$ cat config.mk
export PLATFORM = sky130hd
export DESIGN_NAME = div64_prep
export DESIGN_NICKNAME = d
export VERILOG_FILES = /design/src/div64_pkg.sv /design/src/div64_prep.sv
export VERILOG_INCLUDE_DIRS = /design/src /design/src/src
export SDC_FILE = /design/constraint.sdc
export NUM_CORES = 1
export LEC_CHECK = 0
export BUFFER_PORTS_ARGS = -buffer_cell sky130_fd_sc_hd__clkbuf_2
export CAP_MARGIN = 20
export CORE_AREA = 2 2 126 128
export DETAILED_ROUTE_END_ITERATION = 12
export DIE_AREA = 0 0 128 130
export PLACE_DENSITY = 0.88
export SLEW_MARGIN = 20
export SYNTH_ARGS = -nofsm -noshare
export SYNTH_HDL_FRONTEND = slang
export SYNTH_SLANG_ARGS = --single-unit
$ cat constraint.sdc
create_clock -name clk -period 1 [get_ports clk]
set_input_delay 0.05 -clock clk [delete_from_list [all_inputs] [get_ports clk]]
set_output_delay 0.05 -clock clk [all_outputs]
set_load 0.005 [all_outputs]
$ cat src/divider_64bit_signed_unsigned_defines.svh
// Assertion macros for the divider pipeline.
// Included by the modules that check their own stage registers.
`ifndef DIVIDER_64BIT_SIGNED_UNSIGNED_DEFINES_SVH
`define DIVIDER_64BIT_SIGNED_UNSIGNED_DEFINES_SVH
`ifndef SYNTHESIS
`define DIV64_ASSERT(name, clk, rst_n, prop) \
	name: assert property (@(posedge clk) disable iff (!rst_n) prop) \
	else $error("divider assertion failed");
`define DIV64_ASSERT_NEXT(name, clk, rst_n, pre, post) \
	name: assert property (@(posedge clk) disable iff (!rst_n) (pre) |=> (post)) \
	else $error("divider assertion failed");
`else
`define DIV64_ASSERT(name, clk, rst_n, prop)
`define DIV64_ASSERT_NEXT(name, clk, rst_n, pre, post)
`endif
`endif

$ cat src/div64_pkg.sv
// Types and constants shared by the divider pipeline.
// No dependencies.
`timescale 1ns / 1ps
package div64_pkg;
	localparam int ITEM_WIDTH = 64;

	typedef struct packed {
		logic                  kind;
		logic [ITEM_WIDTH-1:0] dividend;
		logic [ITEM_WIDTH-1:0] divisor;
	} in_item_t;

	typedef struct packed {
		logic [ITEM_WIDTH-1:0] quotient;
		logic [ITEM_WIDTH-1:0] remainder;
		logic                  divide_by_zero;
	} out_item_t;

	typedef struct packed {
		logic valid;
		logic q_neg;
		logic r_neg;
		logic dz;
	} ctrl_t;
endpackage

$ cat src/div64_prep.sv
// First stage: takes the operand magnitudes and the sign and zero flags.
// Depends on div64_pkg and the assertion macro header.
`timescale 1ns / 1ps
`include "divider_64bit_signed_unsigned_defines.svh"
module div64_prep #(
	parameter int DATA_WIDTH = 64
) (
	input  logic                    clk,
	input  logic                    arst_n,
	input  logic                    en,
	input  logic                    in_valid,
	input  div64_pkg::in_item_t     in_item,
	output div64_pkg::ctrl_t        ctrl_s1,
	output logic [DATA_WIDTH-1:0]   rem_s1,
	output logic [DATA_WIDTH-1:0]   nq_s1,
	output logic [DATA_WIDTH-1:0]   d_s1
);
	import div64_pkg::*;

	logic [DATA_WIDTH-1:0] n;
	logic [DATA_WIDTH-1:0] d;
	logic                  dz;
	logic                  n_neg;
	logic                  d_neg;

	always_comb begin
		n     = in_item.dividend[DATA_WIDTH-1:0];
		d     = in_item.divisor[DATA_WIDTH-1:0];
		dz    = (d == '0);
		n_neg = in_item.kind & n[DATA_WIDTH-1] & ~dz;
		d_neg = in_item.kind & d[DATA_WIDTH-1];
	end

	always_ff @(posedge clk or negedge arst_n) begin
		if (!arst_n) begin
			ctrl_s1 <= '0;
		end else if (en) begin
			ctrl_s1.valid <= in_valid;
			ctrl_s1.q_neg <= n_neg ^ d_neg;
			ctrl_s1.r_neg <= n_neg;
			ctrl_s1.dz    <= dz;
		end
	end

	always_ff @(posedge clk) begin
		if (en) begin
			rem_s1 <= '0;
			nq_s1  <= n_neg ? (~n + DATA_WIDTH'(1)) : n;
			d_s1   <= d_neg ? (~d + DATA_WIDTH'(1)) : d;
		end
	end

	`DIV64_ASSERT(a_dz_no_sign, clk, arst_n, (ctrl_s1.valid && ctrl_s1.dz) |-> (!ctrl_s1.q_neg && !ctrl_s1.r_neg))
endmodule

# [Yosys cells after proc, flatten, opt, wreduce, memory -nomap -nowiden]
# Index checks and enable logic that the tools add are counted.
[op_classes] n_addsub=2 n_eq_ne=0 n_lt_le_gt_ge=0 mul=0 n_mux=2 reduce_logical=1 div_mod_pow=0 bitwise_logic=7 shift=0
[ops] cell="64-bit by 1-bit adder with 64-bit output (second input constant)" count=2
[ops] cell="64-bit 2-to-1 mux" count=2
[ops] cell="64-bit inverter" count=2
[ops] cell="64-bit logical NOT" count=1
[ops] cell="1-bit AND" count=3
[ops] cell="1-bit inverter" count=1
[ops] cell="1-bit bitwise XOR" count=1
[word_totals] register_bits=132 mem_bits_rw=0 inputBits=133 n_memories=0 romBits=0 word_cells=18 latchBits=0

# [Longest topological paths before layout]
[logic_depth] ltp_word=4 depth_mapped=9 ltp_nobuf=8

# [Worst setup path after synthesis]
# OpenSTA, ideal clock, no wires.
[synth_timing] kind="input to register" startpoint="input in_item[78] in the netlist's numbering" endpoint="register nq_s1[37], data pin" required_time_ns=0.742 path_slack_ns=-1.573 stages=7 setup_ns=0.258 t_arrival_ns=2.314 n_path_buf=1 cell_sequence="or4_4 -> or4b_1 -> buf_2 -> or4_4 -> or3_4 -> o31ai_4 -> xnor2_1"
[synth_between] elab_chain_cells=3
[synth_lines] element="start, declared" line_no="div64_prep.sv:12" rtl="input div64_pkg::in_item_t in_item,"
[synth_lines] element="64-bit inverter" line_no="div64_prep.sv:48" rtl="nq_s1 <= n_neg ? (~n + DATA_WIDTH'(1)) : n;"
[synth_lines] element="64-bit by 1-bit adder with 64-bit output" line_no="div64_prep.sv:48"
[synth_lines] element="64-bit 2-to-1 mux" line_no="div64_prep.sv:48"
[synth_lines] element="end signal, assigned" line_no="div64_prep.sv:48"
[synth_lines] element="end, declared" line_no="div64_prep.sv:15" rtl="output logic [DATA_WIDTH-1:0] nq_s1,"
# Every way passes these cells.
# A chain may end at the register's enable or synchronous reset.

# [Worst setup path in the final report]
[layout_timing] startpoint="input in_item[78] in the netlist's numbering" endpoint="register nq_s1[32], data pin"
# The elaborated chain is that of the path after synthesis.

==> flow_summary.toml <==
[clocking]
cts_buffer_depth = 2
cts.sinks = 132
cts_tree = "yes"
cts_max_level = 4
numCtsBuffers = 17
clock_latency_ns = 0.43
root_buffer = "clkbuf_16"
clkTransAtPathRegs_ns = 0.07

[synthesis]
synth_edf_count = 128
synth_cells = 623
synth_area_leader_cell = "edfxtp_1"
synth_top_area_share_pct = 53.3
synthesis.area_sq_um = 7210
yosysUniqueCellTypes = 43
syn_area_per_cell_sq_um = 11.6
postSynth.asyncResetShare_pct = 3.03
ys_top_cells_by_area = "edfxtp_1, xnor2_1, buf_4, xor2_1, o31ai_1"
yosysSeqAreaShare_pct = 54.7
ys.flop_type = "edfxtp_1"
ys_ff_latch = 132
ys_warn_count = 0

[die]
fp-row-count = 46
initial_core_util_pct = 46.7
fp.dieW_um = 128
die_h_um = 130
die_area_sq_um = 16600
fp.coreArea_sq_um = 15400
io_pins = 329

[pwr]
cellLeakagePower_nw = 5.89
ir_worst_vdd_uv = 1190
total_power_w = 0.0181
p_per_area_nw_per_um2 = 1310

[sta]
fmax_ghz = 0.419
finalWorstSetupSlack_ns = -1.39
finalSetupTns_ns = -104.70
whs_ns = 0.00642
worstMarginPinSlew_ns = 0.649
rsz0062_at_grt = "yes"
finClkSkew_ns = 0
period_share_pct = 239
timing.slew.headroom_pct = 56.4
maxSlewViolCount = 0
setup_violations = 207
hold_violations = 0
post-route-min-period_ns = 2.39

[critical_path]
cp_slowest_cell = "or4_4"
cp_max_fo = 3
critPathTopFamily = "simple AND/OR/NAND/NOR gates"
path_class = "input port to register"
r2r_start = "ctrl_s1[1]$_DFFE_PN0P_"
crit_buf_inv = 4
crit_chain = "buf_6 -> or4_4 -> or4b_4 -> buf_6 -> nor3_4 -> buf_6 -> nand2b_4 -> buf_6 -> o21ai_4 -> xnor2_2"
cp.arrival_ns = 2.52
critPathCaptureType = "register"
worst_setup_path_start_kind = "input port"
crit_start = "in_item[78]"
cp.required_ns = 1.13
crit_top_cell = "buf_6"
critPathMaxStageDelay_ns = 0.53

[global_routing]
track_usage_pct = 37.8
grt.overflow.total = 0
grt_max_degree = 40
antenna_found_initial = 8
grt_pass1_wl_um = 47000
grt_pass1_vias = 8301

[detailed_routing]
routed_via_density = 6.57
wl_per_cell_um = 31.3
drtIter0Drc = 1360
dr.pass1.iters = 6
vias = 9147
ant_nets = 0
post-route-drc-count = 0
wirelength_um = 43600

[layout]
nNetsFinal = 1319
layout_commonest_cell = "clkbuf_2"
fillers = 540
regArea_sq_um = 3940
most-common-layout-cells = "clkbuf_2, buf_4, edfxtp_1"
layout-drive-gt1-share_pct = 66.9
area_growth_pct = 91.1
multi_input_area_sq_um = 4790

[place]
gp_congestion = 0.883
hpwlAfterDp_um = 17300
place_ws_ns = -1.67
io_buffers = 264

[run]
drv_cap = 0

[run_status]
status = "complete, but fails checks"
violations = "negative setup slack"

[hold_path]
worstHoldStart = "in_item[1]"
hp-class = "input port to register"
-- sequential cells by signal, indices dropped and copies added, names as in the netlist --
signal   cells
d_s1        64
ctrl_s1      4
nq_s1       64
-- metal layers --
metal	GRT usage (%)	vias to the layer above	share of wire [%]
li1	-	3320	-
met1	39.1	4159	29
met2	65.3	1142	43
met3	9.10	514	15
met4	31.9	12	12
met5	0	-	0.44
-- logic make-up (layout without fill, tap and decap cells) --
| kind of cell | count (synthesis) | in the layout | synth area share (%) |
|---|---|---|---|
| AOI/OAI and AO/OA | 104 | 104 | 9.25 |
| xor gates and xnor gates | 122 | 122 | 14.8 |
| adders and majority gates | 2 | 2 | 0.347 |
| buffers and inverters | 89 | 599 | 7.98 |
| DFF | 132 | 132 | 54.7 |
| muxes | 3 | 3 | 0.451 |
| other | 1 | 67 | 0.0520 |
| and+or+nand+nor | 170 | 171 | 12.4 |
-- power breakdown --
part | internal (W) | leakage [nW] | switching [W]
clock | 0.00416 | 0.293 | 0.00271
combinational | 0.00180 | 4.30 | 0.00228
sequential | 0.00679 | 1.30 | 0.000327
-- what timing repair did --
item / CTS / global route
setup buffers: 34 / 46
hold endpoints to repair: 12 / 0
hold buffers: 10 / 0
pin swaps: 67 / 75
resized for setup: 217 / 141
cloned: 7 / 1
endpoints found under the setup margin: 131 / 179
-- final timing paths --
check,cells past startpoint,slack (ns),to
max,10,-1.39,nq_s1[32]$_DFFE_PP_
max in group asynchronous,3,0.18,ctrl_s1[0]$_DFFE_PN0P_
max reg2reg,1,0.24,ctrl_s1[1]$_DFFE_PN0P_
min reg2reg,1,0.52,ctrl_s1[1]$_DFFE_PN0P_
min in group asynchronous,3,0.56,ctrl_s1[1]$_DFFE_PN0P_
min,3,0.006,d_s1[1]$_DFFE_PP_
-- layout make-up --
class / instances / share of cell area, %
multi-input combinational: 466 / 34.8
timing repair buffer: 556 / 30.0
sequential: 132 / 28.6
clock buffer: 18 / 3.12
tap: 192 / 1.74
clock inverter: 14 / 1.33
inverter: 11 / 0.409
antenna: 3 / 0.0545
-- synthesized netlist by cell type (2+ instances only) --
master,n
nand2_1,30
xor2_1,39
nand3_1,8
ha_1,2
and3_1,2
nor2b_1,2
or3_1,13
edfxtp_1,128
buf_4,64
a31oi_1,3
and2_1,4
o21ai_0,33
a21oi_1,23
mux2_2,2
o41ai_1,13
and4_1,2
nor2_1,42
inv_1,11
o31ai_1,25
clkbuf_1,13
xnor2_1,83
nand4_1,8
nand2b_1,2
nor4_1,16
nor3_1,20
or4_1,14
dfrtp_1,4
or4_4,2
-- through the flow --
stage          utilization, %  instance area, sq um  cells
2_1_floorplan               -                  8060    686
3_3_place_gp             69.5                 10700   1280
3_5_place_dp             69.5                 10700   1280
4_1_cts                  83.6                 12900   1361
5_1_grt                  89.3                 13800   1389
6_report                 89.3                 13800   1392
Power figures use the tool's default switching activity.
