--- src/divider_64bit_signed_unsigned_defines.svh ---
// Assertion macros for the divider pipeline.
// Included by the modules that check their own stage registers.
`ifndef DIVIDER_64BIT_SIGNED_UNSIGNED_DEFINES_SVH
`define DIVIDER_64BIT_SIGNED_UNSIGNED_DEFINES_SVH
`ifndef SYNTHESIS
`define DIV64_ASSERT(name, clk, rst_n, prop) \
	name: assert property (@(posedge clk) disable iff (!rst_n) prop) \
	else $error("divider assertion failed");
`define DIV64_ASSERT_NEXT(name, clk, rst_n, pre, post) \
	name: assert property (@(posedge clk) disable iff (!rst_n) (pre) |=> (post)) \
	else $error("divider assertion failed");
`else
`define DIV64_ASSERT(name, clk, rst_n, prop)
`define DIV64_ASSERT_NEXT(name, clk, rst_n, pre, post)
`endif
`endif

--- src/div64_pkg.sv ---
// Types and constants shared by the divider pipeline.
// No dependencies.
`timescale 1ns / 1ps
package div64_pkg;
	localparam int ITEM_WIDTH = 64;

	typedef struct packed {
		logic                  kind;
		logic [ITEM_WIDTH-1:0] dividend;
		logic [ITEM_WIDTH-1:0] divisor;
	} in_item_t;

	typedef struct packed {
		logic [ITEM_WIDTH-1:0] quotient;
		logic [ITEM_WIDTH-1:0] remainder;
		logic                  divide_by_zero;
	} out_item_t;

	typedef struct packed {
		logic valid;
		logic q_neg;
		logic r_neg;
		logic dz;
	} ctrl_t;
endpackage

--- src/div64_step.sv ---
// One restoring shift-subtract stage: decides one quotient bit.
// Depends on div64_pkg and the assertion macro header.
`timescale 1ns / 1ps
`include "divider_64bit_signed_unsigned_defines.svh"
module div64_step #(
	parameter int DATA_WIDTH = 64
) (
	input  logic                    clk,
	input  logic                    arst_n,
	input  logic                    en,
	input  div64_pkg::ctrl_t        ctrl_in,
	input  logic [DATA_WIDTH-1:0]   rem_in,
	input  logic [DATA_WIDTH-1:0]   nq_in,
	input  logic [DATA_WIDTH-1:0]   d_in,
	output div64_pkg::ctrl_t        ctrl_sn,
	output logic [DATA_WIDTH-1:0]   rem_sn,
	output logic [DATA_WIDTH-1:0]   nq_sn,
	output logic [DATA_WIDTH-1:0]   d_sn
);
	import div64_pkg::*;

	logic [DATA_WIDTH+1:0] diff;
	logic                  borrow;

	always_comb begin
		diff   = {1'b0, rem_in, nq_in[DATA_WIDTH-1]} - {2'b00, d_in};
		borrow = diff[DATA_WIDTH+1];
	end

	always_ff @(posedge clk or negedge arst_n) begin
		if (!arst_n) begin
			ctrl_sn <= '0;
		end else if (en) begin
			ctrl_sn <= ctrl_in;
		end
	end

	always_ff @(posedge clk) begin
		if (en) begin
			rem_sn <= borrow ? {rem_in[DATA_WIDTH-2:0], nq_in[DATA_WIDTH-1]}
			                 : diff[DATA_WIDTH-1:0];
			nq_sn  <= {nq_in[DATA_WIDTH-2:0], ~borrow};
			d_sn   <= d_in;
		end
	end

	`DIV64_ASSERT(a_rem_below_divisor, clk, arst_n, (ctrl_sn.valid && !ctrl_sn.dz) |-> (rem_sn < d_sn))
endmodule

--- config.mk ---
export PLATFORM = sky130hd
export DESIGN_NAME = div64_step
export DESIGN_NICKNAME = d
export VERILOG_FILES = /design/src/div64_pkg.sv /design/src/div64_step.sv
export VERILOG_INCLUDE_DIRS = /design/src /design/src/src
export SDC_FILE = /design/constraint.sdc
export NUM_CORES = 1
export LEC_CHECK = 0
export ABC_AREA = 1
export CAP_MARGIN = 30
export CORE_MARGIN = 2
export CORE_UTILIZATION = 58
export CTS_CLUSTER_DIAMETER = 30
export DETAILED_ROUTE_END_ITERATION = 6
export DONT_BUFFER_PORTS = 1
export PLACE_DENSITY = 0.74
export SYNTH_ARGS = -nofsm -noshare
export SYNTH_HDL_FRONTEND = slang
export SYNTH_SLANG_ARGS = --single-unit
--- constraint.sdc ---
create_clock -name clk -period 1.7 [get_ports clk]
set_input_delay 0.34 -clock clk [delete_from_list [all_inputs] [get_ports clk]]
set_output_delay 0.34 -clock clk [all_outputs]
set_load 0.02 [all_outputs]
==> results of run 1 <==
-- cell families after synthesis --
family	after synthesis
simple gates	1008
buf+inv	407
flops	196
fa+ha+maj	65
compound gates	50
xor+xnor	31
mux	4
-- routing by layer --
| metal | track usage, % | GRT overflow |
|---|---|---|
| met2 | 93.2 | 28 |
| met1 | 79.6 | 5 |
| met5 | 48.4 | 0 |
| met3 | 70.9 | 4 |
| met4 | 78.8 | 16 |
-- metrics by stage --
stage / cell area [µm²] / hold WS, ps / instances
after floorplan: 13600 / 44.4 / 1761
after global placement: 15500 / 44.6 / 2245
after detailed placement: 15500 / 44.6 / 2245
after CTS: 19200 / 0.453 / 2453
-- what timing repair did --
action	in CTS
pin swaps	70
gates cloned	8
setup endpoints to repair	65
resized for setup	308
endpoints found under the hold margin	132
setup buffers	42
hold buffers	129
==> impl_metrics.env, run 1 <==
export IMPL_dp_slack_ps=-829
export IMPL_ys_warn_count=0
export IMPL_synthDistinctLibCells=35
export IMPL_worstEndpointGrtRepair="rem_sn[35]$_DFFE_PP_/D"
export IMPL_synthFlopType="edfxtp_1"
export IMPL_grt_max_degree=197
export IMPL_synthArstFlopShare_pct=2.04
export IMPL_start_util_pct=59.5
export IMPL_syn_avg_cell_area_um2=7.42
export IMPL_htreeDepth=4
export IMPL_syn_nets=2025
export IMPL_portBuffers=0
export IMPL_synthAdderAreaFrac_pct=6.28
export IMPL_yosysTopAreaCell="edfxtp_1"
export IMPL_synth_simple_area_share_pct=32.2
export IMPL_antenna_found_initial=19
export IMPL_synth_mux_area_share_pct=0.345
export IMPL_status="stopped before the end"
export IMPL_syn_area_um2=13100
export IMPL_rows=54
export IMPL_ios=395
export IMPL_yosys_area_share_xor_xnor_pct=2.08
export IMPL_synth_edff_count=192
export IMPL_synth_most_common_cell="nand2_1"
export IMPL_synth_top_area_share_pct=44.1
export IMPL_grt_usage_pct=80.6
export IMPL_dp_final_hpwl_mm=35.8
export IMPL_endpoint_type="register data pin"
export IMPL_fp_dieH_um=154
export IMPL_synth_compound_area_share_pct=1.98
export IMPL_synth_seq_area_share_pct=44.9
export IMPL_ys_seq_elements=196
export IMPL_gp_congestion=0.968
export IMPL_cts_max_path_buffers=2
export IMPL_synth_top_cells_by_area="edfxtp_1 44%, nand2_1 20%, inv_1 11%"
export IMPL_error_line="[ERROR GRT-0232] Routing congestion too high. Check the congestion heatmap in the GUI."
export IMPL_synth_top_family_by_area="simple AND/OR/NAND/NOR gates"
export IMPL_grt_overflow_total=53
export IMPL_stop_stage="global routing (5_1_grt)"
export IMPL_synthTopCellsByCount="690 x nand2_1, 370 x inv_1, 192 x edfxtp_1, 137 x nand3_1, 108 x nor2_1"
export IMPL_die_x_um=154
export IMPL_synth_cells=1761
export IMPL_root_buffer="clkbuf_16"
export IMPL_clock_sinks=196
export IMPL_numCtsBuffers=17
==> run 2, diff against run 1 <==
CORE_UTILIZATION = 40   (was 58)
CTS_CLUSTER_DIAMETER = not set   (was 30)
PLACE_DENSITY = not set   (was 0.74)
PLACE_DENSITY_LB_ADDON = 0.15   (was not set)
==> impl_metrics.env, run 2 <==
export IMPL_gp_congestion=0.939
export IMPL_r2r_start="ctrl_sn[1]$_DFFE_PN0P_"
export IMPL_synth_mux_area_share_pct=0.345
export IMPL_fin_nets=2485
export IMPL_grt_usage_pct=31.5
export IMPL_yosysTopAreaCell="edfxtp_1"
export IMPL_grt_max_degree=131
export IMPL_start_util_pct=40.4
export IMPL_syn_area_um2=13100
export IMPL_max_clock_freq_ghz=0.543
export IMPL_vias=13102
export IMPL_p_seq_share_pct=42.2
export IMPL_synth_top_area_share_pct=44.1
export IMPL_numCtsBuffers=17
export IMPL_failed_checks="design-rule violations, negative setup slack"
export IMPL_maxSlewHeadroom_pct=72.7
export IMPL_ir_drop_mv=0.768
export IMPL_synthAdderAreaFrac_pct=6.28
export IMPL_synth_seq_area_share_pct=44.9
export IMPL_rsz0062_at_grt="true"
export IMPL_required_ps=1930
export IMPL_switching_power_mw=5.73
export IMPL_fp_dieArea_um2=34100
export IMPL_routed_via_density=4.90
export IMPL_power_density_nw_per_um2=769
export IMPL_cp_start_kind="input port"
export IMPL_antenna_found_initial=0
export IMPL_setup_slack_ps=-143
export IMPL_synth_top_family_by_area="simple AND/OR/NAND/NOR gates"
export IMPL_synthFlopType="edfxtp_1"
export IMPL_fin_area_um2=21000
export IMPL_cts_max_path_buffers=2
export IMPL_fp_dieH_um=185
export IMPL_clk_pin_slew_worst_paths_ps=80
export IMPL_sw_frac_of_total_pct=35.4
export IMPL_criticalPathCategory="in -> reg"
export IMPL_syn_nets=2025
export IMPL_final_common_cell="nand2_1"
export IMPL_p_leak_nw=10.1
export IMPL_wirelength_mm=54.9
export IMPL_ys_warn_count=0
export IMPL_grt_overflow_total=0
export IMPL_syn_to_final_growth_pct=61.0
export IMPL_synth_most_common_cell="nand2_1"
export IMPL_cts_tree="done"
export IMPL_yosys_area_share_xor_xnor_pct=2.08
export IMPL_reg_top3="d_sn (64), nq_sn (64), rem_sn (64)"
export IMPL_final_hold_viol_count=0
export IMPL_clock_sinks=196
export IMPL_ios=395
export IMPL_rows=66
export IMPL_drv_cap=0
export IMPL_finalCritPeriodShare_pct=108
export IMPL_period_needed_ps=1840
export IMPL_setup_viol=65
export IMPL_drc=7
export IMPL_synthDistinctLibCells=35
export IMPL_critPathLaunch="d_in[22]"
export IMPL_dpl_cell_area_um2=15800
export IMPL_syn_avg_cell_area_um2=7.42
export IMPL_grt_pass1_wl_mm=78.2
export IMPL_dp_final_hpwl_mm=38.0
export IMPL_die_x_um=185
export IMPL_coreArea_um2=32400
export IMPL_synth_top_cells_by_area="edfxtp_1 44%, nand2_1 20%, inv_1 11%"
export IMPL_cp_arrival_ps=2070
export IMPL_worstHoldPathType="in -> reg"
export IMPL_combPwrFrac_pct=31.4
export IMPL_drtAntennaViolNets=0
export IMPL_synthArstFlopShare_pct=2.04
export IMPL_synthTopCellsByCount="690 x nand2_1, 370 x inv_1, 192 x edfxtp_1, 137 x nand3_1, 108 x nor2_1"
export IMPL_cp_max_fo=8
export IMPL_grt_pass1_vias=13115
export IMPL_clk_latency_ps=460
export IMPL_fin_skew_ps=0
export IMPL_drt_iter0_drc=886
export IMPL_wire_per_inst_um=20.5
export IMPL_end_kind="flip-flop"
export IMPL_layout_common_cells="512 x nand2_1, 321 x inv_1, 273 x buf_4"
export IMPL_status="finished, violations left"
export IMPL_worstMarginPinSlew_ps=409
export IMPL_slew_violations=0
export IMPL_clock_power_share_pct=26.4
export IMPL_timing_hold_ws_ps=18.9
export IMPL_synth_simple_area_share_pct=32.2
export IMPL_synth_cells=1761
export IMPL_holdCritStartpoint="ctrl_in[3]"
export IMPL_firstDrtPassIters=7
export IMPL_synth_compound_area_share_pct=1.98
export IMPL_htreeDepth=4
export IMPL_portBuffers=0
export IMPL_synth_edff_count=192
export IMPL_drive_gt1_share_pct=39.0
export IMPL_diodes=0
export IMPL_p_int_mw=10.5
export IMPL_root_buffer="clkbuf_16"
export IMPL_ys_seq_elements=196
==> run 2: layout make-up <==
cell class	instances	area, µm²
clock inverters	15	166
clock buffers	17	425
multi-input cells	1158	8110
inverters	387	1550
fillers	2802	11300
repair buffers	461	4380
flip-flops and latches	196	5870
well taps	442	553
==> run 2: routing by layer <==
layer	GRT usage, %	wire [µm]	vias to the layer above
met1	40.6	23200	6177
met4	8.76	1460	0
met3	5.22	3830	65
met5	0	0	-
met2	54.5	26400	487
li1	-	-	6373
==> run 2: stage by stage <==
step                      util [%]  std cells  worst slack, ps  power [mW]  setup TNS (ps)
after global routing          65.0       2676             -199        16.8           -9870
after global placement        48.9       2427             -891        10.4          -45960
final                         65.0       2676             -143        16.2           -6220
after detailed placement      48.9       2427             -919        10.4          -45810
after floorplan                  -       1761             -357        8.84          -20640
after CTS                     61.5       2662             -117        15.7           -4400
==> run 2: final timing paths <==
kind / to / slack [ps] / cells past startpoint
worst max-delay path: rem_sn[16]$_DFFE_PP_ / -140 / 16
worst min-delay path: ctrl_sn[3]$_DFFE_PN0P_ / 20 / 1
worst max register to register: ctrl_sn[1]$_DFFE_PN0P_ / 820 / 1
worst min register to register: ctrl_sn[0]$_DFFE_PN0P_ / 680 / 1
max in group asynchronous: ctrl_sn[0]$_DFFE_PN0P_ / 1370 / 1
min in group asynchronous: ctrl_sn[1]$_DFFE_PN0P_ / 140 / 1
==> run 2: power by group through the flow <==
stage,clock [mW],combinational [mW],sequential [mW]
final,4.27,5.08,6.84
after global routing,4.45,5.48,6.88
after global placement,0,3.47,6.94
after detailed placement,0,3.48,6.93
after floorplan,0,2.03,6.81
after CTS,4.29,4.59,6.83
==> run 2: logic make-up (layout without fill, tap and decap cells) <==
group                    count (synthesis)  after routing
AO/OA/AOI/OAI                           50             50
buffers and inverters                  407            880
adder cells (fa/ha/maj)                 65             65
flip-flops                             196            196
XOR/XNOR                                31             31
multiplexers                             4              4
AND/OR/NAND/NOR                       1008           1008
==> run 2: worst max-delay path, stage by stage <==
cell and delay (ps):
inv_4 20, ha_4 280, nand2_4 70, buf_6 120, nor2_4 120, inv_4 60, nor2_4 100, inv_2 70
nor2_4 140, nand2_4 80, nand2_4 90, nand2_8 80, buf_12 170, clkbuf_16 190, nand3_2 90, nand2_1 40
==> run 2: what timing repair did <==
| action | in CTS | in global routing |
|---|---|---|
| hold endpoints to repair | 165 | 0 |
| buffers inserted | 61 | 16 |
| hold buffers | 130 | 0 |
| pin swaps | 91 | 70 |
| endpoints found under the setup margin | 65 | 65 |
| resized for setup | 327 | 262 |
| cloned | 14 | 2 |
Power figures use the tool's default switching activity.
